--- src/rtl/assert_macros.svh ---
// ---------------------------------------------------------------------------
// Assertion macros
// Shared wrappers for concurrent assertions on a clock with synchronous reset.
// ---------------------------------------------------------------------------
`ifndef ASSERT_MACROS_SVH
`define ASSERT_MACROS_SVH

// The condition must hold at every clock edge outside reset.
`define ASSERT_ALWAYS(label, clk, rst, cond, msg) \
   label: assert property (@(posedge clk) disable iff (rst) (cond)) else $error(msg);

// Whenever the trigger holds, the consequence must hold in the next cycle.
`define ASSERT_NEXT(label, clk, rst, trig, cons, msg) \
   label: assert property (@(posedge clk) disable iff (rst) (trig) |=> (cons)) \
      else $error(msg);

`endif

--- src/rtl/bdq_pkg.sv ---
// ---------------------------------------------------------------------------
// Bounded deque package
// Sizes, command codes and sequencer states of the bounded deque.
// ---------------------------------------------------------------------------
package bdq_pkg;

   localparam int DEPTH   = 16;
   localparam int AW      = $clog2(DEPTH);
   localparam int CW      = $clog2(DEPTH + 1);
   localparam int VALUE_W = 32;
   localparam int CMD_W   = 3;
   localparam int COUNT_W = 5;

   typedef enum logic [CMD_W-1:0] {
      CMD_PUSH_FRONT = 3'd0,
      CMD_PUSH_BACK  = 3'd1,
      CMD_POP_FRONT  = 3'd2,
      CMD_POP_BACK   = 3'd3,
      CMD_INSERT     = 3'd4,
      CMD_DUMP       = 3'd5
   } cmd_type;

   typedef enum logic [6:0] {
      ST_IDLE  = 7'b0000001,
      ST_POPW  = 7'b0000010,
      ST_SCAN  = 7'b0000100,
      ST_SHIFT = 7'b0001000,
      ST_PLACE = 7'b0010000,
      ST_DUMP  = 7'b0100000,
      ST_RESP  = 7'b1000000
   } state_type;

endpackage

--- src/rtl/bdq_ram.sv ---
// ---------------------------------------------------------------------------
// Generic RAM
// One write port and one read port with registered read data.
// ---------------------------------------------------------------------------
module bdq_ram #(
   parameter int WIDTH = 32,
   parameter int DEPTH = 16
) (
   input  logic                     clock,
   input  logic                     wr_en,
   input  logic [$clog2(DEPTH)-1:0] wr_addr,
   input  logic [WIDTH-1:0]         wr_data,
   input  logic                     rd_en,
   input  logic [$clog2(DEPTH)-1:0] rd_addr,
   output logic [WIDTH-1:0]         rd_data
);

   logic [WIDTH-1:0] mem [DEPTH];

   always_ff @(posedge clock) begin
      if (wr_en) begin
         mem[wr_addr] <= wr_data;
      end
      if (rd_en) begin
         rd_data <= mem[rd_addr];
      end
   end

endmodule

--- src/rtl/bounded_deque_with_sorted_insert_unit.sv ---
// ---------------------------------------------------------------------------
// Bounded deque with sorted insert
// Circular list in RAM, walked by a small sequencer and one comparator.
// ---------------------------------------------------------------------------
// One command is worked at a time; req_stall stays high until the last beat
// of the command's results has been taken, so no new command is taken before then.
// The single RAM port pair and the one entry compare per cycle bound each command's length.
// Reset (synchronous) empties the list at once; stored values are not cleared.
`include "assert_macros.svh"

module bounded_deque_with_sorted_insert_unit (
   input  logic                               clock,
   input  logic                               reset,
   input  logic                               req_valid,
   output logic                               req_stall,
   input  logic [bdq_pkg::CMD_W-1:0]          req_command,
   input  logic signed [bdq_pkg::VALUE_W-1:0] req_value,
   output logic                               rsp_valid,
   input  logic                               rsp_stall,
   output logic signed [bdq_pkg::VALUE_W-1:0] rsp_item_value,
   output logic                               rsp_has_item,
   output logic                               rsp_failed,
   output logic [bdq_pkg::COUNT_W-1:0]        rsp_entry_count,
   output logic                               rsp_is_empty,
   output logic                               rsp_last_result
);

   localparam int AW = bdq_pkg::AW;
   localparam int CW = bdq_pkg::CW;
   localparam int VW = bdq_pkg::VALUE_W;

   bdq_pkg::state_type state_ff, state_in;
   bdq_pkg::cmd_type   cmd_ff, cmd_in;
   logic signed [VW-1:0] val_ff, val_in;
   logic [AW-1:0]        head_ff, head_in;
   logic [CW-1:0]        occ_ff, occ_in;
   logic [CW-1:0]        pos_ff, pos_in;
   logic [CW-1:0]        sh_ff, sh_in;
   logic [VW-1:0]        item_ff, item_in;
   logic                 has_ff, has_in;
   logic                 fail_ff, fail_in;
   logic                 last_ff, last_in;

   logic          wr_en;
   logic [AW-1:0] wr_addr;
   logic [VW-1:0] wr_data;
   logic          rd_en;
   logic [AW-1:0] rd_addr;
   logic [VW-1:0] rd_data;

   logic full;
   logic empty;

   // Maps a list position to its RAM address, relative to the front entry.
   function automatic logic [AW-1:0] phys(input logic [AW-1:0] h, input logic [CW-1:0] p);
      logic [CW:0] sum;
      sum = (CW+1)'(h) + (CW+1)'(p);
      if (sum >= (CW+1)'(bdq_pkg::DEPTH)) begin
         sum = sum - (CW+1)'(bdq_pkg::DEPTH);
      end
      return AW'(sum);
   endfunction

   function automatic logic [AW-1:0] wrap_dec(input logic [AW-1:0] h);
      return (h == '0) ? AW'(bdq_pkg::DEPTH - 1) : h - AW'(1);
   endfunction

   function automatic logic [AW-1:0] wrap_inc(input logic [AW-1:0] h);
      return (h == AW'(bdq_pkg::DEPTH - 1)) ? '0 : h + AW'(1);
   endfunction

   assign full  = (occ_ff == CW'(bdq_pkg::DEPTH));
   assign empty = (occ_ff == '0);

   always_comb begin
      state_in = state_ff;
      cmd_in   = cmd_ff;
      val_in   = val_ff;
      head_in  = head_ff;
      occ_in   = occ_ff;
      pos_in   = pos_ff;
      sh_in    = sh_ff;
      item_in  = item_ff;
      has_in   = has_ff;
      fail_in  = fail_ff;
      last_in  = last_ff;
      wr_en    = 1'b0;
      wr_addr  = head_ff;
      wr_data  = val_ff;
      rd_en    = 1'b0;
      rd_addr  = head_ff;

      case (state_ff)
         bdq_pkg::ST_IDLE: begin
            if (req_valid) begin
               cmd_in   = bdq_pkg::cmd_type'(req_command);
               val_in   = req_value;
               item_in  = '0;
               has_in   = 1'b0;
               fail_in  = 1'b0;
               last_in  = 1'b1;
               state_in = bdq_pkg::ST_RESP;
               case (bdq_pkg::cmd_type'(req_command))
                  bdq_pkg::CMD_PUSH_FRONT: begin
                     if (full) begin
                        fail_in = 1'b1;
                     end else begin
                        wr_en   = 1'b1;
                        wr_addr = wrap_dec(head_ff);
                        wr_data = req_value;
                        head_in = wrap_dec(head_ff);
                        occ_in  = occ_ff + CW'(1);
                     end
                  end
                  bdq_pkg::CMD_PUSH_BACK: begin
                     if (full) begin
                        fail_in = 1'b1;
                     end else begin
                        wr_en   = 1'b1;
                        wr_addr = phys(head_ff, occ_ff);
                        wr_data = req_value;
                        occ_in  = occ_ff + CW'(1);
                     end
                  end
                  bdq_pkg::CMD_POP_FRONT, bdq_pkg::CMD_POP_BACK: begin
                     if (empty) begin
                        fail_in = 1'b1;
                     end else begin
                        rd_en    = 1'b1;
                        rd_addr  = (bdq_pkg::cmd_type'(req_command) == bdq_pkg::CMD_POP_FRONT)
                                   ? head_ff : phys(head_ff, occ_ff - CW'(1));
                        state_in = bdq_pkg::ST_POPW;
                     end
                  end
                  bdq_pkg::CMD_INSERT: begin
                     if (full) begin
                        fail_in = 1'b1;
                     end else if (empty) begin
                        wr_en   = 1'b1;
                        wr_addr = head_ff;
                        wr_data = req_value;
                        occ_in  = occ_ff + CW'(1);
                     end else begin
                        rd_en    = 1'b1;
                        rd_addr  = head_ff;
                        pos_in   = '0;
                        state_in = bdq_pkg::ST_SCAN;
                     end
                  end
                  bdq_pkg::CMD_DUMP: begin
                     if (!empty) begin
                        rd_en    = 1'b1;
                        rd_addr  = head_ff;
                        pos_in   = '0;
                        state_in = bdq_pkg::ST_DUMP;
                     end
                  end
                  default: begin
                  end
               endcase
            end
         end

         bdq_pkg::ST_POPW: begin
            item_in  = rd_data;
            has_in   = 1'b1;
            occ_in   = occ_ff - CW'(1);
            if (cmd_ff == bdq_pkg::CMD_POP_FRONT) begin
               head_in = wrap_inc(head_ff);
            end
            state_in = bdq_pkg::ST_RESP;
         end

         bdq_pkg::ST_SCAN: begin
            // Equal values walk past, so the new entry lands behind its equals.
            if (val_ff >= $signed(rd_data)) begin
               if (pos_ff + CW'(1) == occ_ff) begin
                  wr_en    = 1'b1;
                  wr_addr  = phys(head_ff, occ_ff);
                  occ_in   = occ_ff + CW'(1);
                  state_in = bdq_pkg::ST_RESP;
               end else begin
                  pos_in  = pos_ff + CW'(1);
                  rd_en   = 1'b1;
                  rd_addr = phys(head_ff, pos_ff + CW'(1));
               end
            end else begin
               rd_en    = 1'b1;
               rd_addr  = phys(head_ff, occ_ff - CW'(1));
               sh_in    = occ_ff;
               state_in = bdq_pkg::ST_SHIFT;
            end
         end

         bdq_pkg::ST_SHIFT: begin
            // Read two slots below the write so each cycle moves one entry back.
            wr_en   = 1'b1;
            wr_addr = phys(head_ff, sh_ff);
            wr_data = rd_data;
            if (sh_ff == pos_ff + CW'(1)) begin
               state_in = bdq_pkg::ST_PLACE;
            end else begin
               sh_in   = sh_ff - CW'(1);
               rd_en   = 1'b1;
               rd_addr = phys(head_ff, sh_ff - CW'(2));
            end
         end

         bdq_pkg::ST_PLACE: begin
            wr_en    = 1'b1;
            wr_addr  = phys(head_ff, pos_ff);
            occ_in   = occ_ff + CW'(1);
            state_in = bdq_pkg::ST_RESP;
         end

         bdq_pkg::ST_DUMP: begin
            item_in  = rd_data;
            has_in   = 1'b1;
            last_in  = (pos_ff + CW'(1) == occ_ff);
            state_in = bdq_pkg::ST_RESP;
         end

         bdq_pkg::ST_RESP: begin
            if (!rsp_stall) begin
               if (cmd_ff == bdq_pkg::CMD_DUMP && !last_ff) begin
                  pos_in   = pos_ff + CW'(1);
                  rd_en    = 1'b1;
                  rd_addr  = phys(head_ff, pos_ff + CW'(1));
                  state_in = bdq_pkg::ST_DUMP;
               end else begin
                  state_in = bdq_pkg::ST_IDLE;
               end
            end
         end

         default: begin
            state_in = bdq_pkg::ST_IDLE;
         end
      endcase
   end

   always_ff @(posedge clock) begin
      if (reset) begin
         state_ff <= bdq_pkg::ST_IDLE;
         head_ff  <= '0;
         occ_ff   <= '0;
      end else begin
         state_ff <= state_in;
         head_ff  <= head_in;
         occ_ff   <= occ_in;
      end
      cmd_ff  <= cmd_in;
      val_ff  <= val_in;
      pos_ff  <= pos_in;
      sh_ff   <= sh_in;
      item_ff <= item_in;
      has_ff  <= has_in;
      fail_ff <= fail_in;
      last_ff <= last_in;
   end

   bdq_ram #(
      .WIDTH(VW),
      .DEPTH(bdq_pkg::DEPTH)
   ) u_ram (
      .clock  (clock),
      .wr_en  (wr_en),
      .wr_addr(wr_addr),
      .wr_data(wr_data),
      .rd_en  (rd_en),
      .rd_addr(rd_addr),
      .rd_data(rd_data)
   );

   assign req_stall       = (state_ff != bdq_pkg::ST_IDLE);
   assign rsp_valid       = (state_ff == bdq_pkg::ST_RESP);
   assign rsp_item_value  = $signed(item_ff);
   assign rsp_has_item    = has_ff;
   assign rsp_failed      = fail_ff;
   assign rsp_entry_count = bdq_pkg::COUNT_W'(occ_ff);
   assign rsp_is_empty    = empty;
   assign rsp_last_result = last_ff;

   `ASSERT_ALWAYS(a_occ_in_range, clock, reset,
                  occ_ff <= CW'(bdq_pkg::DEPTH), "occupancy exceeds depth")
   `ASSERT_ALWAYS(a_shift_above_slot, clock, reset,
                  (state_ff != bdq_pkg::ST_SHIFT) || (sh_ff > pos_ff),
                  "shift passed the insert slot")
   `ASSERT_NEXT(a_stalled_state_holds, clock, reset, rsp_valid && rsp_stall,
                $stable(occ_ff) && $stable(head_ff), "list changed under a stalled beat")

endmodule
--- config.mk ---
export PLATFORM = sky130hd
export DESIGN_NAME = bounded_deque_with_sorted_insert_unit
export DESIGN_NICKNAME = d
export VERILOG_FILES = /design/src/rtl/bdq_pkg.sv /design/src/rtl/bdq_ram.sv /design/src/rtl/bounded_deque_with_sorted_insert_unit.sv
export VERILOG_INCLUDE_DIRS = /design/src /design/src/rtl
export SDC_FILE = /design/constraint.sdc
export NUM_CORES = 1
export LEC_CHECK = 0
export BUFFER_PORTS_ARGS = -buffer_cell sky130_fd_sc_hd__buf_2
export CORE_ASPECT_RATIO = 0.9
export CORE_MARGIN = 1
export CORE_UTILIZATION = 50
export DETAILED_ROUTE_END_ITERATION = 10
export PLACE_DENSITY_LB_ADDON = 0.2
export SLEW_MARGIN = 20
export SYNTH_ARGS = -nofsm -noshare
export SYNTH_HDL_FRONTEND = slang
export SYNTH_SLANG_ARGS = --single-unit
--- constraint.sdc ---
create_clock -name clock -period 5.8 [get_ports clock]
set_input_delay 0.87 -clock clock [delete_from_list [all_inputs] [get_ports clock]]
set_output_delay 0.87 -clock clock [all_outputs]
set_load 0.02 [all_outputs]
==> qor.yml <==
power_and_ir_drop:
  powerDensity_mw_per_mm2: 390
  power.leakage_uw: 0.0112
  vdd_drop_max_v: 0.000286
finish:
  stdcell_area_mm2: 0.0325
  syn2layout_area_growth_pct: 12.7
  insertedDiodeCount: 0
  drive_above_1_share_pct: 12.0
  nets: 2497
floorplan:
  rows: 83
  core_mm2: 0.0570
  fp.dieH_um: 230
  die_area_mm2: 0.0586
  start_util_pct: 50.5
  fp.dieW_um: 255
  boundaryPins: 82
sta:
  relSlewSlack_pct: 25.8
  max_clock_freq_mhz: 189
  period_minus_slack_ns: 5.29
  hold_violations: 0
  fin_hold_ws_ns: 0.434
  skew_ns: 0.0211
  fin_ws_ns: 0.512
  setup_viol: 0
  period_share_pct: 91.2
  slew_viol_final: 0
  rsz0062_at_grt: "false"
  setup_tns_ns: 0
  tightest_slew_ns: 1.10
logic_synthesis:
  synth-edff-count: 624
  ys_seq_area_share_pct: 66.2
  netlist_instances: 2333
  ys.flop_type: "edfxtp_1"
  ys_ff_latch: 640
  synth_area_mm2: 0.0288
  synthArstFlopShare_pct: 0
  syn_nets: 2435
  ys_warn_count: 0
  avgSynthCellArea_um2: 12.3
  synth_cell_types: 75
place:
  place_area_mm2: 0.0305
  dp_slack_ns: 0.665
  dp_hpwl_mm: 50.0
  portBuffers: 81
  place.gp.congestion: 0.889
grt:
  grt_use_total_pct: 28.1
  antenna_found_initial: 0
  first_global_vias: 19373
  grt_max_degree: 93
  globalRoute.totalOverflow: 0
  grt_pass1_wl_mm: 122
clocking:
  clock-sinks: 640
  cts_max_level: 2
  clk_pin_slew_worst_paths_ns: 0.07
  clk_latency_ns: 0.65
  postCtsHoldBufs: 0
  post-cts-setup-buffer-count: 0
  cts_buffers: 61
  root_buffer: "clkbuf_16"
  cts_tree: "yes"
  cts_buffer_depth: 3
  ctsResizeCount: 0
routing:
  drc: 0
  avgViaCountPerCell: 6.31
  avgRoutedWirePerCell_um: 25.6
  drt_wl_total_mm: 82.0
  ant_nets: 0
  first_pass_iters: 6
  dr_total_vias: 20212
  drt_iter0_drc: 2068
critical_path:
  worst_setup_path_start_kind: "flop"
  worstPathRequired_ns: 6.12
  crit_fanout: 22
  rrSetupSlack_ns: 0.51
  end_kind: "flop"
  crit_type: "flop to flop"
  cp.arrival_ns: 5.61
run:
  cap_violations: 0
min_path:
  hold_class: "input pin to flop"
status:
  outcome: "completed"
==> cell type report <==
| class | count | area (µm²) |
|---|---|---|
| Fill cell | 4609 | 24600 |
| Sequential cell | 640 | 19100 |
| Multi-Input combinational cell | 1418 | 8880 |
| Clock buffer | 80 | 1620 |
| Timing Repair Buffer | 165 | 1220 |
| Tap cell | 765 | 957 |
| Inverter | 109 | 409 |
| Clock inverter | 28 | 313 |
==> per-layer routing <==
metal	routed length [µm]	track usage (%)	up-vias
li1	-	-	9003
met1	34700	40.4	10041
met2	37400	42.7	1026
met3	7810	6.06	142
met4	2100	8.98	0
met5	0	0	-
==> logic make-up after synthesis <==
logic type	share of synthesized area [%]
simple gates	9.67
compound gates	15.9
mux	0.348
flops	66.2
fa+ha+maj	2.87
buf+inv	3.81
xor+xnor	1.23
==> cells in the mapped netlist, drive strengths merged, types with 3 or more instances <==
master | number | area share (%)
a211o | 3 | 0.091
a211oi | 56 | 1.5
a21o | 8 | 0.21
a21oi | 197 | 3.4
a221o | 5 | 0.17
a221oi | 7 | 0.27
a22oi | 53 | 1.4
a311oi | 54 | 1.7
a31oi | 7 | 0.20
a32o | 74 | 2.6
a32oi | 36 | 1.1
and2 | 4 | 0.087
and3 | 7 | 0.15
buf | 41 | 0.76
clkbuf | 125 | 1.6
dfxtp | 16 | 1.1
edfxtp | 624 | 65
fa | 5 | 0.35
ha | 58 | 2.5
inv | 107 | 1.4
mux2i | 10 | 0.35
nand2 | 339 | 4.4
nand2b | 8 | 0.18
nand3 | 15 | 0.26
nand3b | 3 | 0.078
nand4 | 14 | 0.30
nor2 | 166 | 2.2
nor2b | 5 | 0.11
nor3 | 15 | 0.26
nor3b | 4 | 0.10
nor4 | 4 | 0.087
o211ai | 4 | 0.10
o21ai | 123 | 2.1
o221ai | 6 | 0.18
o22ai | 14 | 0.30
o31ai | 4 | 0.10
or2 | 3 | 0.065
or3 | 19 | 0.41
or4 | 21 | 0.55
xnor2 | 23 | 0.70
xor2 | 15 | 0.46
==> metrics by stage <==
step	cells	util (%)	total power [µW]
3_5_place_dp	3097	53.5	8790
4_1_cts	3205	56.9	12700
2_1_floorplan	2333	-	7680
5_1_grt	3205	56.9	13200
6_report	3205	56.9	12700
3_3_place_gp	3097	53.5	8720
==> critical path, cell delays in order (launching register included) <==
cell and delay [ns]:
edfxtp_1 0.42, ha_1 0.44, nand4_1 0.20, nor4_1 0.88, nand2_1 0.11, nand2_1 0.13, a211oi_1 0.09, nor2_1 0.36
a21o_1 0.21, o41ai_1 0.18, a221oi_1 0.67, nand3_1 0.42, nor2_4 0.53, buf_12 0.30
==> cells in the final DEF (no fill, tap or decap), types with 23 or more instances in the layout <==
cell       instances
clkbuf_16         62
a211oi_1          56
ha_1              58
edfxtp_1         624
nand2_1          337
buf_2             81
inv_1            105
a311oi_1          53
a32oi_1           36
nor2_1           151
xnor2_1           23
o21ai_0           83
o21ai_1           31
a22oi_1           53
buf_4             69
a32o_1            74
a21oi_1          197
==> path summary, 6_finish.rpt <==
| kind | start | end | depth (start not counted) |
|---|---|---|---|
| setup / recovery | val_ff[31]$_DFFE_PP_ | u_ram.mem[14][15]$_DFFE_PP_ | 13 |
| hold / removal | req_value[4] | val_ff[4]$_DFFE_PP_ | 1 |
| setup reg to reg | val_ff[31]$_DFFE_PP_ | u_ram.mem[14][15]$_DFFE_PP_ | 13 |
| hold reg to reg | u_ram.rd_data[10]$_DFFE_PP_ | rsp_item_value[10]$_SDFFCE_PN0P_ | 2 |
==> power breakdown <==
group	switching (µW)	internal, µW	total [µW]	leakage, µW
sequential	70.7	5480	5560	0.00580
clock	1710	2220	3940	0.000939
combinational	2200	980	3180	0.00447
total	3990	8690	12700	0.0112
==> sequential cells by signal (all words and copies together) (netlist names), 3 cells and up <==
register and cells:
u_ram.mem 512, rsp_item_value 32, u_ram.rd_data 32, val_ff 32, state_ff 7, pos_ff 5
rsp_entry_count 5, sh_ff 5, head_ff 4, cmd_ff 3
Note: power is estimated with default switching activity, not from simulation.
